--- src/tlptw_pkg.sv ---
// Types and constants of the two-level page table walker.
package tlptw_pkg;

   localparam int unsigned AddrWidth   = 32;
   localparam int unsigned PpnWidth    = 22;
   localparam int unsigned KindWidth   = 2;
   localparam int unsigned FaultWidth  = 3;
   localparam int unsigned PhaseWidth  = 2;

   localparam logic [PhaseWidth-1:0] PHASE_IDLE = 2'd0;
   localparam logic [PhaseWidth-1:0] PHASE_L1   = 2'd1;
   localparam logic [PhaseWidth-1:0] PHASE_L2   = 2'd2;

   localparam logic CMD_TRANSLATE = 1'b0;
   localparam logic CMD_RESPONSE  = 1'b1;

   localparam logic [KindWidth-1:0] KIND_READ  = 2'd0;
   localparam logic [KindWidth-1:0] KIND_DONE  = 2'd1;
   localparam logic [KindWidth-1:0] KIND_FAULT = 2'd2;

   localparam logic [FaultWidth-1:0] FAULT_NONE        = 3'd0;
   localparam logic [FaultWidth-1:0] FAULT_L1_INVALID  = 3'd1;
   localparam logic [FaultWidth-1:0] FAULT_L1_LEAF     = 3'd2;
   localparam logic [FaultWidth-1:0] FAULT_L2_INVALID  = 3'd3;
   localparam logic [FaultWidth-1:0] FAULT_L2_NOT_LEAF = 3'd4;

   localparam int unsigned PTE_V = 0;
   localparam int unsigned PTE_R = 1;
   localparam int unsigned PTE_W = 2;
   localparam int unsigned PTE_X = 3;

   typedef struct packed {
      logic [KindWidth-1:0]  kind;
      logic [AddrWidth-1:0]  address;
      logic [FaultWidth-1:0] fault_code;
   } rsp_item_type;

endpackage

--- src/two_level_page_table_walker.sv ---
// Two-level page table walker with a registered, skid-buffered result channel.
//
//   Channel  Direction  Handshake              Payload
//   req      in         req_valid/req_ready    req_cmd, req_virt_addr, req_mem_data
//   rsp      out        rsp_valid/rsp_ready    rsp_kind, rsp_address, rsp_fault_code
//   csr      in         csr_valid/csr_ready    csr_table_ppn
//
// Every input transfer is handled combinationally and its result is registered.
// The sustained rate is one item per cycle from request to result while req_ready is high.
// A skid register keeps req_ready high for one more transfer while a result is stalled.
// Synchronous reset returns the walk to idle, empties both result slots and clears the
// first-level table page number.
module two_level_page_table_walker (
   input  logic                                clock,
   input  logic                                reset,
   input  logic                                req_valid,
   output logic                                req_ready,
   input  logic                                req_cmd,
   input  logic [tlptw_pkg::AddrWidth-1:0]     req_virt_addr,
   input  logic [tlptw_pkg::AddrWidth-1:0]     req_mem_data,
   output logic                                rsp_valid,
   input  logic                                rsp_ready,
   output logic [tlptw_pkg::KindWidth-1:0]     rsp_kind,
   output logic [tlptw_pkg::AddrWidth-1:0]     rsp_address,
   output logic [tlptw_pkg::FaultWidth-1:0]    rsp_fault_code,
   input  logic                                csr_valid,
   output logic                                csr_ready,
   input  logic [tlptw_pkg::PpnWidth-1:0]      csr_table_ppn
);

   logic [tlptw_pkg::PhaseWidth-1:0] phase_ff, phase_in;
   logic [tlptw_pkg::AddrWidth-1:0]  vaddr_ff, vaddr_in;
   logic [tlptw_pkg::PpnWidth-1:0]   table_ppn_ff;
   logic                             rsp_valid_ff, rsp_valid_in;
   tlptw_pkg::rsp_item_type          rsp_data_ff, rsp_data_in;
   logic                             skid_valid_ff, skid_valid_in;
   tlptw_pkg::rsp_item_type          skid_data_ff, skid_data_in;

   logic                    in_fire;
   logic                    res_push;
   tlptw_pkg::rsp_item_type res;
   logic                    pte_valid;
   logic                    pte_leaf;
   logic                    main_free;

   assign req_ready = !skid_valid_ff;
   assign csr_ready = 1'b1;
   assign in_fire   = req_valid && req_ready;
   assign main_free = !rsp_valid_ff || rsp_ready;

   assign pte_valid = req_mem_data[tlptw_pkg::PTE_V];
   assign pte_leaf  = req_mem_data[tlptw_pkg::PTE_R] || req_mem_data[tlptw_pkg::PTE_W]
                      || req_mem_data[tlptw_pkg::PTE_X];

   always_comb begin
      phase_in       = phase_ff;
      vaddr_in       = vaddr_ff;
      res_push       = 1'b0;
      res.kind       = tlptw_pkg::KIND_FAULT;
      res.address    = '0;
      res.fault_code = tlptw_pkg::FAULT_NONE;
      if (in_fire) begin
         if (req_cmd == tlptw_pkg::CMD_TRANSLATE) begin
            if (phase_ff == tlptw_pkg::PHASE_IDLE) begin
               vaddr_in    = req_virt_addr;
               phase_in    = tlptw_pkg::PHASE_L1;
               res_push    = 1'b1;
               res.kind    = tlptw_pkg::KIND_READ;
               res.address = {table_ppn_ff[19:0], req_virt_addr[31:22], 2'b00};
            end
         end else begin
            case (phase_ff)
               tlptw_pkg::PHASE_L1: begin
                  res_push = 1'b1;
                  if (!pte_valid) begin
                     phase_in       = tlptw_pkg::PHASE_IDLE;
                     res.fault_code = tlptw_pkg::FAULT_L1_INVALID;
                  end else if (pte_leaf) begin
                     phase_in       = tlptw_pkg::PHASE_IDLE;
                     res.fault_code = tlptw_pkg::FAULT_L1_LEAF;
                  end else begin
                     phase_in    = tlptw_pkg::PHASE_L2;
                     res.kind    = tlptw_pkg::KIND_READ;
                     res.address = {req_mem_data[29:10], vaddr_ff[21:12], 2'b00};
                  end
               end
               tlptw_pkg::PHASE_L2: begin
                  res_push = 1'b1;
                  phase_in = tlptw_pkg::PHASE_IDLE;
                  if (!pte_valid) begin
                     res.fault_code = tlptw_pkg::FAULT_L2_INVALID;
                  end else if (!pte_leaf) begin
                     res.fault_code = tlptw_pkg::FAULT_L2_NOT_LEAF;
                  end else begin
                     res.kind    = tlptw_pkg::KIND_DONE;
                     res.address = {req_mem_data[29:10], vaddr_ff[11:0]};
                  end
               end
               default: begin
                  res_push = 1'b0;
               end
            endcase
         end
      end
   end

   always_comb begin
      rsp_valid_in  = rsp_valid_ff;
      rsp_data_in   = rsp_data_ff;
      skid_valid_in = skid_valid_ff;
      skid_data_in  = skid_data_ff;
      if (main_free) begin
         if (skid_valid_ff) begin
            rsp_valid_in  = 1'b1;
            rsp_data_in   = skid_data_ff;
            skid_valid_in = 1'b0;
         end else begin
            rsp_valid_in = res_push;
            rsp_data_in  = res;
         end
      end else if (res_push) begin
         skid_valid_in = 1'b1;
         skid_data_in  = res;
      end
   end

   always_ff @(posedge clock) begin
      if (reset) begin
         phase_ff      <= tlptw_pkg::PHASE_IDLE;
         vaddr_ff      <= '0;
         table_ppn_ff  <= '0;
         rsp_valid_ff  <= 1'b0;
         skid_valid_ff <= 1'b0;
      end else begin
         phase_ff      <= phase_in;
         vaddr_ff      <= vaddr_in;
         rsp_valid_ff  <= rsp_valid_in;
         skid_valid_ff <= skid_valid_in;
         if (csr_valid && csr_ready) begin
            table_ppn_ff <= csr_table_ppn;
         end
      end
   end

   always_ff @(posedge clock) begin
      rsp_data_ff  <= rsp_data_in;
      skid_data_ff <= skid_data_in;
   end

   assign rsp_valid      = rsp_valid_ff;
   assign rsp_kind       = rsp_data_ff.kind;
   assign rsp_address    = rsp_data_ff.address;
   assign rsp_fault_code = rsp_data_ff.fault_code;

endmodule

--- config.mk ---
export PLATFORM = sky130hd
export DESIGN_NAME = two_level_page_table_walker
export DESIGN_NICKNAME = d
export VERILOG_FILES = /design/src/tlptw_pkg.sv /design/src/two_level_page_table_walker.sv
export SDC_FILE = /design/constraint.sdc
export NUM_CORES = 1
export LEC_CHECK = 0
export ABC_AREA = 1
export BUFFER_PORTS_ARGS = -buffer_cell sky130_fd_sc_hd__buf_2
export CAP_MARGIN = 10
export CORE_UTILIZATION = 30
export CTS_CLUSTER_SIZE = 16
export DETAILED_ROUTE_END_ITERATION = 10
export PLACE_DENSITY_LB_ADDON = 0.3
export SETUP_SLACK_MARGIN = 0.05
export SYNTH_ARGS = -nofsm -noshare
export SYNTH_HDL_FRONTEND = slang
export SYNTH_SLANG_ARGS = --single-unit
--- constraint.sdc ---
create_clock -name clock -period 8.5 [get_ports clock]
set_clock_uncertainty 0.2 [all_clocks]
set_input_delay 0.85 -clock clock [delete_from_list [all_inputs] [get_ports clock]]
set_output_delay 0.85 -clock clock [all_outputs]
set_load 0.05 [all_outputs]
# Word-level counts from Yosys, hierarchy flattened
# Index checks and enable logic that the tools add are counted.
# totals
register_bits,120
latchBits,0
ramBits,0
mem_bits_ro,0
mem_count,0
# classes
add_sub_neg,0
n_mul,0
n_div,0
n_lt_le_gt_ge,0
n_eq_ne,3
shifts,0
muxes,24
bitwise_logic,2
n_reduce_logical,13
# ops
cell,count
two-way mux 34 bit,6
two-way mux 37 bit,2
case mux 37 bit (2 select lines),1
two-way mux 2 bit,6
two-way mux 3 bit,3
AND reduction 3 bit,2
two-way mux 1 bit,5
case mux 2 bit (2 select lines),1
OR reduction 2 bit,2
logical OR 1 bit,3
inequality test 3 x 1 -> 1 bit (second input constant),1
equality test 2 x 1 -> 1 bit (second input constant),1
equality test 2 bit (second input constant),1
logical NOT 1 bit,2
logical NOT 2 bit,1
inverter 1 bit,2
AND reduction 2 bit,1
nonzero test 2 bit,1
logical AND 1 bit,1

# Logic depth before layout (Yosys ltp)
# logic_depth
ltp_word,8
mapped_depth,11

# Worst setup path after synthesis
# Ideal clock, no wire load.
# synth_path
path_kind,input-to-reg
start,input port rsp_ready
end,"register skid_data_ff[0] (netlist bit), enable pin"
arrival_time_ps,3424
required_time_ps,7869
path_slack_ps,4445
cell_stages,3
n_path_buf,0
cell_sequence,inv_1 nand2_1 nor2_1
# synth_via
elab_chain_cells,3
# synth_rtl
element,line_no,text
from (decl),two_level_page_table_walker.sv:22,"input logic rsp_ready,"
logical OR 1 bit,two_level_page_table_walker.sv:49,assign main_free = !rsp_valid_ff || rsp_ready;
net main_free,two_level_page_table_walker.sv:44,logic main_free;
inverter 1 bit (no line),-,
AND reduction 2 bit (no line),-,
to (signal assigned),two_level_page_table_walker.sv:147,skid_data_ff <= skid_data_in;
to (decl),two_level_page_table_walker.sv:37,"tlptw_pkg::rsp_item_type skid_data_ff, skid_data_in;"
# The timed path passes the listed nets, and every way through them passes these cells.
# A chain may end at the register's enable or synchronous reset.

# Final worst setup path
# layout_path
start,input port req_cmd
end,"register skid_data_ff[32] (netlist bit), enable pin"
# layout_via
elab_chain_cells,3
# layout_rtl
element,line_no,text
from (decl),two_level_page_table_walker.sv:18,"input logic req_cmd,"
two-way mux 1 bit,two_level_page_table_walker.sv:63,if (req_cmd == tlptw_pkg::CMD_TRANSLATE) begin
two-way mux 1 bit,two_level_page_table_walker.sv:62,if (in_fire) begin
AND reduction 2 bit (no line),-,
# No other way between the ends.

==> out/qor.yml <==
internal-power_mw: 1.14
final.fill_count: 1882
synth_top_area_share: 0.406
p_leak_nw: 3.32
area_delta_synth_final_pct: 23.2
period_needed_ns: 3.28
ys_ff_latch: 120
drive_above_1_share: 0.252
tightest_slew_ns: 0.927
via_per_inst: 4.36
start_util: 0.306
yosysWarnings: 0
drv_slew: 0
syn_nets: 726
cpLargestDelayFamily: "simple AND/OR/NAND/NOR gates"
finalSetupTns_ns: 0
die-area_um2: 18800
period_share: 0.386
seq_power_share: 0.429
cp.buffers_inverters: 3
cts_htree_levels: 4
numCtsBuffers: 17
path_max_fanout: 45
grt_pass1_wl_um: 21800
crit_path_end_kind: "register"
seq_area_um2: 3140
multi_input_area_um2: 1860
synth_area_um2: 5480
combPwrFrac: 0.168
dpl.hpwl_um: 8880
yosysUniqueCellTypes: 32
relSlewSlack: 0.382
route.detailed.drc: 0
synth.avg_cell_area_um2: 8.68
p_switching_mw: 0.452
status: "finished, final reports clean"
grt_pass1_vias: 4219
post_cts_buffers: 0
yosysSeqAreaShare: 0.574
report.final.setup_viol: 0
synthFlopType: "edfxtp_1"
hp-class: "register to register"
synth-edff-count: 74
drtIter0Drc: 213
grt_overflow: 0
power.clock.fraction: 0.403
cts_resized: 0
max_clock_freq_mhz: 305
clock_latency_ns: 0.41
finalPower_mw: 1.59
worstPathArrival_ns: 3.16
antenna_found_initial: 0
rows: 49
synth_top_area_cell: "edfxtp_1"
diodes: 0
port_buffers: 120
nNetsFinal: 836
netlist_top_cells_count: "nand2_1 (176), nor2_1 (82), edfxtp_1 (74), inv_1 (63), o21ai_0 (61)"
switching_share: 0.284
die_w_um: 137
synth-async-reset-ratio: 0
synthCells: 631
cp.required_ns: 8.38
slowest_stage: "nor2_4"
dr_total_vias: 4284
gp_congestion: 0.750
synth.most_common_cell: "nand2_1"
io_pins: 132
rsz0062_at_grt: "false"
cts_hold_buf: 0
grt_max_degree: 46
clkTransAtPathRegs_ns: 0.05
grt_use_total: 0.157
drt_wl_total_um: 13800
die_h_um: 137
ant_nets: 0
max_cap_viol_count: 0
wl_per_cell_um: 14.1
slowest_delay_ns: 0.56
numClockSinks: 120
peakVddDrop_v: 0.000141
detailedRoute.firstPassIterationCount: 4
fp.coreArea_um2: 17900
cts_tree: "built"
clock_path_buffers: 2
hold_viol: 0
cp-start-kind: "input pin"
powerDensity_nw_per_um2: 236
ys_top_cells_by_area: "edfxtp_1 (41%), dfxtp_1 (17%), nand2_1 (12%)"
critical_path_class: "input pin to register"
root_buffer: "clkbuf_16"
crit_chain: "buf_2 -> buf_4 -> nand2_4 -> nand2_4 -> o21ai_4 -> nor2_4 -> buf_4"
layout by cell type, fill, tap and decap left out, types with 12 or more instances in the layout:
cell and count:
nand2_1 175, buf_2 120, nor2_1 81, edfxtp_1 74
inv_1 63, o21ai_0 61, dfxtp_1 46, clkbuf_16 17
a21oi_1 14, nand3_1 13, nand4_1 12
worst min-delay path, delay by kind of cell (launching register included):
family / cells / cell delay (ns)
compound gates: 1 / 0.06
buf+inv: 1 / 0.05
flops: 1 / 0.29
flip-flops by register name (all words and copies together), names as in the netlist:
| register | cells |
|---|---|
| skid_data_ff | 37 |
| rsp_address | 32 |
| vaddr_ff | 22 |
| table_ppn_ff | 20 |
| rsp_fault_code | 3 |
| phase_ff | 2 |
| rsp_kind | 2 |
| rsp_valid | 1 |
| skid_valid_ff | 1 |
per-stage QoR:
stage               area [um2]  hold slack, ns  cells  setup WS [ns]  utilization
floorplan                 5480           0.224    631           4.44            -
global placement          6230           0.235    951           4.80        0.348
detailed placement        6230           0.246    951           4.79        0.348
CTS                       6750           0.253    982           5.19        0.377
global route              6750           0.281    982           5.05        0.377
finish                    6750           0.249    982           5.22        0.377
path summary, 6_finish.rpt:
check / endpoint / cells past startpoint / from / slack, ns
worst min-delay path: table_ppn_ff[8] / 2 / table_ppn_ff[8] / 0.25
worst min register to register: table_ppn_ff[8] / 2 / table_ppn_ff[8] / 0.25
worst max-delay path: skid_data_ff[32] / 7 / req_cmd / 5.22
worst max register to register: skid_data_ff[32] / 5 / phase_ff[0] / 5.24
layout make-up:
cell class,instances,share of cell area
inverters,78,0.0447
clock inverters,6,0.00779
multi-input cells,399,0.275
repair buffers,125,0.0946
well taps,229,0.0425
clock buffers,25,0.0690
flip-flops and latches,120,0.466
kinds of logic after synthesis:
group	synth area share
adder cells (fa/ha/maj)	0.00686
AND/OR/NAND/NOR	0.247
flip-flops	0.574
other	0.000685
AO/OA/AOI/OAI	0.0834
buffers and inverters	0.0884
metal layers:
metal	GRT usage	wire, um
met1	0.200	6390
met2	0.255	6630
met3	0.0385	631
met4	0.0617	148
met5	0	0
power by group through the flow:
stage                     Clock (mW)  Combinational, mW  Sequential [mW]
after floorplan                    0              0.117            0.775
after global placement             0              0.269            0.693
after detailed placement           0              0.271            0.694
after CTS                      0.658              0.272            0.683
after global routing           0.679              0.294            0.687
final                          0.640              0.268            0.683
Note: power is estimated with default switching activity, not from simulation.
